[src/rtl/bbc_pkg.sv]
// Package: constants and command/status types for the binomial bound check
`default_nettype none
package bbc_pkg;
  localparam int unsigned WordBits = 64;

  // Datapath commands issued by the controller
  localparam logic [3:0] CMD_NONE    = 4'd0;
  localparam logic [3:0] CMD_LOAD    = 4'd1;
  localparam logic [3:0] CMD_PRE     = 4'd2;
  localparam logic [3:0] CMD_DIVQ    = 4'd3;
  localparam logic [3:0] CMD_CHKOV   = 4'd4;
  localparam logic [3:0] CMD_MULACC  = 4'd5;
  localparam logic [3:0] CMD_DIVACC  = 4'd6;
  localparam logic [3:0] CMD_GCDINIT = 4'd7;
  localparam logic [3:0] CMD_GCDMOD  = 4'd8;
  localparam logic [3:0] CMD_RED1    = 4'd9;
  localparam logic [3:0] CMD_RED2    = 4'd10;
  localparam logic [3:0] CMD_RED3    = 4'd11;
  localparam logic [3:0] CMD_MULNP   = 4'd12;
  localparam logic [3:0] CMD_STEPEND = 4'd13;
  localparam logic [3:0] CMD_MULLO   = 4'd14;

  typedef struct packed {
    logic [3:0] op;
    logic       div_start;
  } bbc_cmd_t;

  typedef struct packed {
    logic k_gt_n;
    logic k_zero;
    logic bound_zero;
    logic ovf;
    logic gcd_done;
    logic red_fail;
    logic over;
    logic last;
    logic div_busy;
    logic mul_busy;
  } bbc_stat_t;
endpackage
`default_nettype wire

[src/rtl/bbc_ctrl.sv]
// Controller: sequences the step loop and the handshakes
`default_nettype none
module bbc_ctrl import bbc_pkg::*; (
  input  wire logic  clk_i,
  input  wire logic  rst_ni,
  input  wire logic  in_valid_i,
  output logic       in_stall_o,
  output logic       out_valid_o,
  input  wire logic  out_stall_i,
  output logic       exceeds_o,
  output bbc_cmd_t   cmd_o,
  input  wire bbc_stat_t stat_i
);
  localparam logic [4:0] S_IDLE   = 5'd0;
  localparam logic [4:0] S_PRE    = 5'd1;
  localparam logic [4:0] S_CHK    = 5'd2;
  localparam logic [4:0] S_OVD    = 5'd3;
  localparam logic [4:0] S_OVQ    = 5'd4;
  localparam logic [4:0] S_OVC    = 5'd5;
  localparam logic [4:0] S_BR     = 5'd6;
  localparam logic [4:0] S_ML     = 5'd7;
  localparam logic [4:0] S_MW     = 5'd8;
  localparam logic [4:0] S_DA     = 5'd9;
  localparam logic [4:0] S_DAW    = 5'd10;
  localparam logic [4:0] S_DAQ    = 5'd11;
  localparam logic [4:0] S_GI     = 5'd12;
  localparam logic [4:0] S_GC     = 5'd13;
  localparam logic [4:0] S_GW     = 5'd14;
  localparam logic [4:0] S_R1     = 5'd15;
  localparam logic [4:0] S_R1W    = 5'd16;
  localparam logic [4:0] S_R2W    = 5'd17;
  localparam logic [4:0] S_R3W    = 5'd18;
  localparam logic [4:0] S_R3C    = 5'd19;
  localparam logic [4:0] S_NPM    = 5'd20;
  localparam logic [4:0] S_NPW    = 5'd21;
  localparam logic [4:0] S_NPC    = 5'd22;
  localparam logic [4:0] S_END    = 5'd23;
  localparam logic [4:0] S_TEST   = 5'd24;
  localparam logic [4:0] S_OUT    = 5'd25;
  localparam logic [4:0] S_GM     = 5'd26;
  localparam logic [4:0] S_R2     = 5'd27;
  localparam logic [4:0] S_R3     = 5'd28;
  localparam logic [4:0] S_NPD    = 5'd29;

  logic [4:0] st_q, st_d;
  logic       res_q, res_d, ov_q, ov_d;

  always_comb begin
    st_d = st_q;
    res_d = res_q;
    ov_d = ov_q;
    cmd_o = '{op: CMD_NONE, div_start: 1'b0};
    unique case (st_q)
      S_IDLE: if (in_valid_i && !(ov_q && out_stall_i)) begin
        cmd_o.op = CMD_LOAD; st_d = S_PRE;
      end
      S_PRE: begin
        if (stat_i.k_gt_n) begin res_d = 1'b0; st_d = S_OUT; end
        else begin cmd_o.op = CMD_PRE; st_d = S_CHK; end
      end
      S_CHK: begin
        if (stat_i.k_zero) begin res_d = stat_i.bound_zero; st_d = S_OUT; end
        else st_d = S_OVD;
      end
      // quotient MAX / cur for the overflow test
      S_OVD: begin cmd_o.div_start = 1'b1; st_d = S_OVQ; end
      S_OVQ: if (!stat_i.div_busy) begin cmd_o.op = CMD_DIVQ; st_d = S_OVC; end
      S_OVC: begin cmd_o.op = CMD_CHKOV; st_d = S_BR; end
      S_BR: st_d = stat_i.ovf ? S_GI : S_ML;
      // no overflow: acc = acc*cur/j
      S_ML: begin cmd_o.op = CMD_MULLO; st_d = S_MW; end
      S_MW: if (!stat_i.mul_busy) st_d = S_DA;
      S_DA: begin cmd_o.op = CMD_DIVACC; cmd_o.div_start = 1'b1; st_d = S_DAW; end
      S_DAW: if (!stat_i.div_busy) st_d = S_DAQ;
      S_DAQ: begin cmd_o.op = CMD_DIVACC; st_d = S_END; end
      // gcd reduction path
      S_GI: begin cmd_o.op = CMD_GCDINIT; st_d = S_GC; end
      S_GC: begin
        if (stat_i.gcd_done) st_d = S_R1;
        else begin cmd_o.op = CMD_GCDMOD; cmd_o.div_start = 1'b1; st_d = S_GW; end
      end
      S_GW: if (!stat_i.div_busy) st_d = S_GM;
      S_GM: begin cmd_o.op = CMD_GCDMOD; st_d = S_GC; end
      S_R1: begin cmd_o.op = CMD_RED1; cmd_o.div_start = 1'b1; st_d = S_R1W; end
      S_R1W: if (!stat_i.div_busy) begin cmd_o.op = CMD_RED1; st_d = S_R2; end
      S_R2: begin cmd_o.op = CMD_RED2; cmd_o.div_start = 1'b1; st_d = S_R2W; end
      S_R2W: if (!stat_i.div_busy) begin cmd_o.op = CMD_RED2; st_d = S_R3; end
      S_R3: begin cmd_o.op = CMD_RED3; cmd_o.div_start = 1'b1; st_d = S_R3W; end
      S_R3W: if (!stat_i.div_busy) begin cmd_o.op = CMD_RED3; st_d = S_R3C; end
      S_R3C: begin
        if (stat_i.red_fail) begin res_d = 1'b1; st_d = S_OUT; end
        else begin cmd_o.op = CMD_MULNP; cmd_o.div_start = 1'b1; st_d = S_NPM; end
      end
      S_NPM: begin cmd_o.op = CMD_MULLO; st_d = S_NPW; end
      S_NPW: if (!stat_i.div_busy && !stat_i.mul_busy) st_d = S_NPC;
      S_NPC: begin cmd_o.op = CMD_MULNP; st_d = S_NPD; end
      S_NPD: begin
        if (stat_i.red_fail) begin res_d = 1'b1; st_d = S_OUT; end
        else st_d = S_END;
      end
      S_END: begin cmd_o.op = CMD_STEPEND; st_d = S_TEST; end
      S_TEST: begin
        if (stat_i.over) begin res_d = 1'b1; st_d = S_OUT; end
        else if (stat_i.last) begin res_d = 1'b0; st_d = S_OUT; end
        else st_d = S_OVD;
      end
      S_OUT: begin ov_d = 1'b1; st_d = S_IDLE; end
      default: st_d = S_IDLE;
    endcase
    if (ov_q && !out_stall_i && st_q != S_OUT) ov_d = 1'b0;
  end

  always_ff @(posedge clk_i or negedge rst_ni) begin
    if (!rst_ni) begin
      st_q <= S_IDLE;
      res_q <= 1'b0;
      ov_q <= 1'b0;
    end else begin
      st_q <= st_d;
      res_q <= res_d;
      ov_q <= ov_d;
    end
  end

  assign in_stall_o = !(st_q == S_IDLE) || (ov_q && out_stall_i);
  assign out_valid_o = ov_q;
  assign exceeds_o = res_q;
endmodule
`default_nettype wire

[config.mk]
export PLATFORM = sky130hd
export DESIGN_NAME = bbc_ctrl
export DESIGN_NICKNAME = d
export VERILOG_FILES = /design/src/rtl/bbc_pkg.sv /design/src/rtl/bbc_ctrl.sv
export SDC_FILE = /design/constraint.sdc
export NUM_CORES = 1
export LEC_CHECK = 0
export BUFFER_PORTS_ARGS = -buffer_cell sky130_fd_sc_hd__buf_2
export CAP_MARGIN = 20
export CORE_MARGIN = 2
export CORE_UTILIZATION = 30
export CTS_CLUSTER_DIAMETER = 60
export DETAILED_ROUTE_END_ITERATION = 10
export GPL_ROUTABILITY_DRIVEN = 0
export PLACE_DENSITY = 0.49
export SYNTH_ARGS = -nofsm -noshare
export SYNTH_HDL_FRONTEND = slang
export SYNTH_SLANG_ARGS = --single-unit
[constraint.sdc]
create_clock -name clk_i -period 5.5 [get_ports clk_i]
set_input_delay 0.55 -clock clk_i [delete_from_list [all_inputs] [get_ports clk_i]]
set_output_delay 0.55 -clock clk_i [all_outputs]
set_load 0.01 [all_outputs]
==> results.toml <==
[timing]
rsz0062_at_grt = "false"
fmax_ghz = 0.331
finalHoldViolCount = 0
maxSlewViolCount = 0
finalWorstSetupSlack_ns = 2.47
layout_min_cycle_time_ns = 3.03
setup_viol = 0
period_share_pct = 55.0
fin_setup_tns_ns = 0
skew_ns = 0.00138
relSlewSlack_pct = 33.4
worst_pin_slew_ns = 0.999

[clock_network]
cts.repair.resized = 0
clk_latency_ns = 0.23
cts_tree = "built"
cts_root_buf = "clkbuf_8"
hold_buffers = 0
clkSlewWorstSetupHoldPaths_ns = 0.04
htree_levels = 1
post-cts-setup-buffers = 0
cts_buffers = 3
clockBufferDepth = 2
cts_sinks = 7

[layout]
area_growth_pct = 11.3
final_cells = 230
drive_gt1_share_pct = 17.2
layout_commonest_cell = "buf_2"
final_cell_mix = "buf_2, nand2_1, o21ai_0, a21oi_1, nor2_1"
stdcell_area_um2 = 1360
fill_cells = 430
nets = 195
diodes = 0

[floorplan]
start_util_pct = 30.9
fp.dieH_um = 67.7
rows = 23
io_pins = 22
core_region_area_um2 = 3940
design.die.area_um2 = 4590
die_w_um = 67.7

[global_route]
met3_usage_pct = 1.50
grt_pass1_vias = 1284
track_usage_pct = 18.0
grt_pass1_wl_um = 6260
met2_usage_pct = 29.3
grt_max_degree = 41
met1_usage_pct = 24.7
grt_overflow = 0
antenna_found_initial = 0
top_usage_layer = "met2"

[synth]
synth.area.top_cells = "dfrtp_1, a21oi_1, o21ai_0, nand2_1, buf_2"
synth_top_area_share_pct = 14.4
ys.flop_type = "dfrtp_1"
synth_seq_area_share_pct = 14.4
synth_cells = 171
synth_cell_types = 55
syn_area_um2 = 1220
syn_area_per_cell_um2 = 7.13
async_reset_ff_share_pct = 100
yosys_warnings = 0
yosysTopAreaCell = "dfrtp_1"
synth_edf_count = 0
syn_nets = 185
ys_ff_latch = 7

[setup_path]
critPathCapture = "cmd_o[2]"
worstPathCellList = "nor2_1 > and2_1 > o21ai_0 > a21boi_0 > o221ai_1 > buf_2"
r2r_start = "st_q[3]"
worstPathRequired_ns = 4.95
endpoint_kind = "output pin"
cp.arrival_ns = 2.48
cp_top_family = "flip-flops"
path_class = "reg2out"
r2r_cells = 5
cp-startpoint = "st_q[0]"
r2r_slack_ns = 2.85
cp_max_fo = 34
r2r_end = "st_q[3]"
crit_path_max_incr_delay_ns = 0.99
cp_num_cells = 6
cpMaxStageDelayCell = "dfrtp_1"
critPathLaunchType = "flip-flop"
critPathBufInv = 1

[placed_design]
post_dp_cell_area_um2 = 1280
post-place-ws_ns = 2.77
dp_hpwl_um = 2660
dp.cells = 225
io_buffers = 21

[drt]
viasPerCell = 5.81
antenna_left = 0
drt_wl_total_um = 3730
drtPass1Iterations = 4
route.detailed.drc = 0
drt_iter0_drc = 169
wl_per_cell_um = 16.2
vias = 1336

[min_path]
hp-class = "in2async"

[pwr]
power_uw = 856
p_leak_nw = 0.530
p_per_area_nw_per_um2 = 631
vdd_drop_max_uv = 216

[run]
maxCapViolations = 0

[status]
status = "finished clean"
## Yosys cell counts, types with 4 or more instances
cell	n
a21oi_1	13
buf_2	10
dfrtp_1	7
nand2_1	15
nand2b_1	6
nand3_1	4
nor2_1	12
nor2b_1	6
nor3b_1	5
nor4_1	6
o21ai_0	13
o22ai_1	4
## per-stage QoR
stage | util (%) | hold WS [ns]
after floorplan | - | 0.254
after global placement | 32.6 | 0.385
after detailed placement | 32.6 | 0.392
after CTS | 33.7 | 0.147
after global routing | 34.4 | 0.149
final | 34.4 | 0.145
## metal layers
layer | routed length [um] | part of all wire, % | vias to the layer above
met3 | 217 | 5.8 | 5
met2 | 1770 | 47 | 41
met5 | 0 | 0 | -
li1 | - | - | 678
met1 | 1680 | 45 | 612
met4 | 58 | 1.6 | 0
## worst min path at each step
stage	slack, ns	depth (start not counted)	to	from
after floorplan	0.25	0	exceeds_o	rst_ni
after global placement	0.39	1	out_valid_o	rst_ni
after detailed placement	0.39	1	out_valid_o	rst_ni
after CTS	0.15	1	exceeds_o	rst_ni
after global routing	0.15	1	exceeds_o	rst_ni
final	0.14	1	exceeds_o	rst_ni
## flip-flops by register name (all words and copies together), names as in the netlist
signal,flops
st_q,5
out_valid_o,1
exceeds_o,1
## cell type report
type | count | area, um2 | share of cell area (%)
multi-input cells | 144 | 926 | 68.3
flip-flops and latches | 7 | 175 | 12.9
repair buffers | 23 | 140 | 10.3
well taps | 50 | 62.6 | 4.61
clock buffers | 4 | 45.0 | 3.32
inverters | 2 | 7.51 | 0.554
## cells by family after synthesis
group | after synthesis | share of synthesized area [%]
buffers and inverters | 20 | 9.65
AO/OA/AOI/OAI | 59 | 32.3
multiplexers | 6 | 5.24
AND/OR/NAND/NOR | 79 | 38.4
flip-flops | 7 | 14.4
## power breakdown
group          internal, mW  leakage [nW]  switching [mW]  total, mW
Clock                0.0502        0.0228          0.0227     0.0729
Combinational         0.268         0.420           0.337      0.606
Sequential           0.0744        0.0869           0.103      0.178
(Power assumes the default switching activity.)
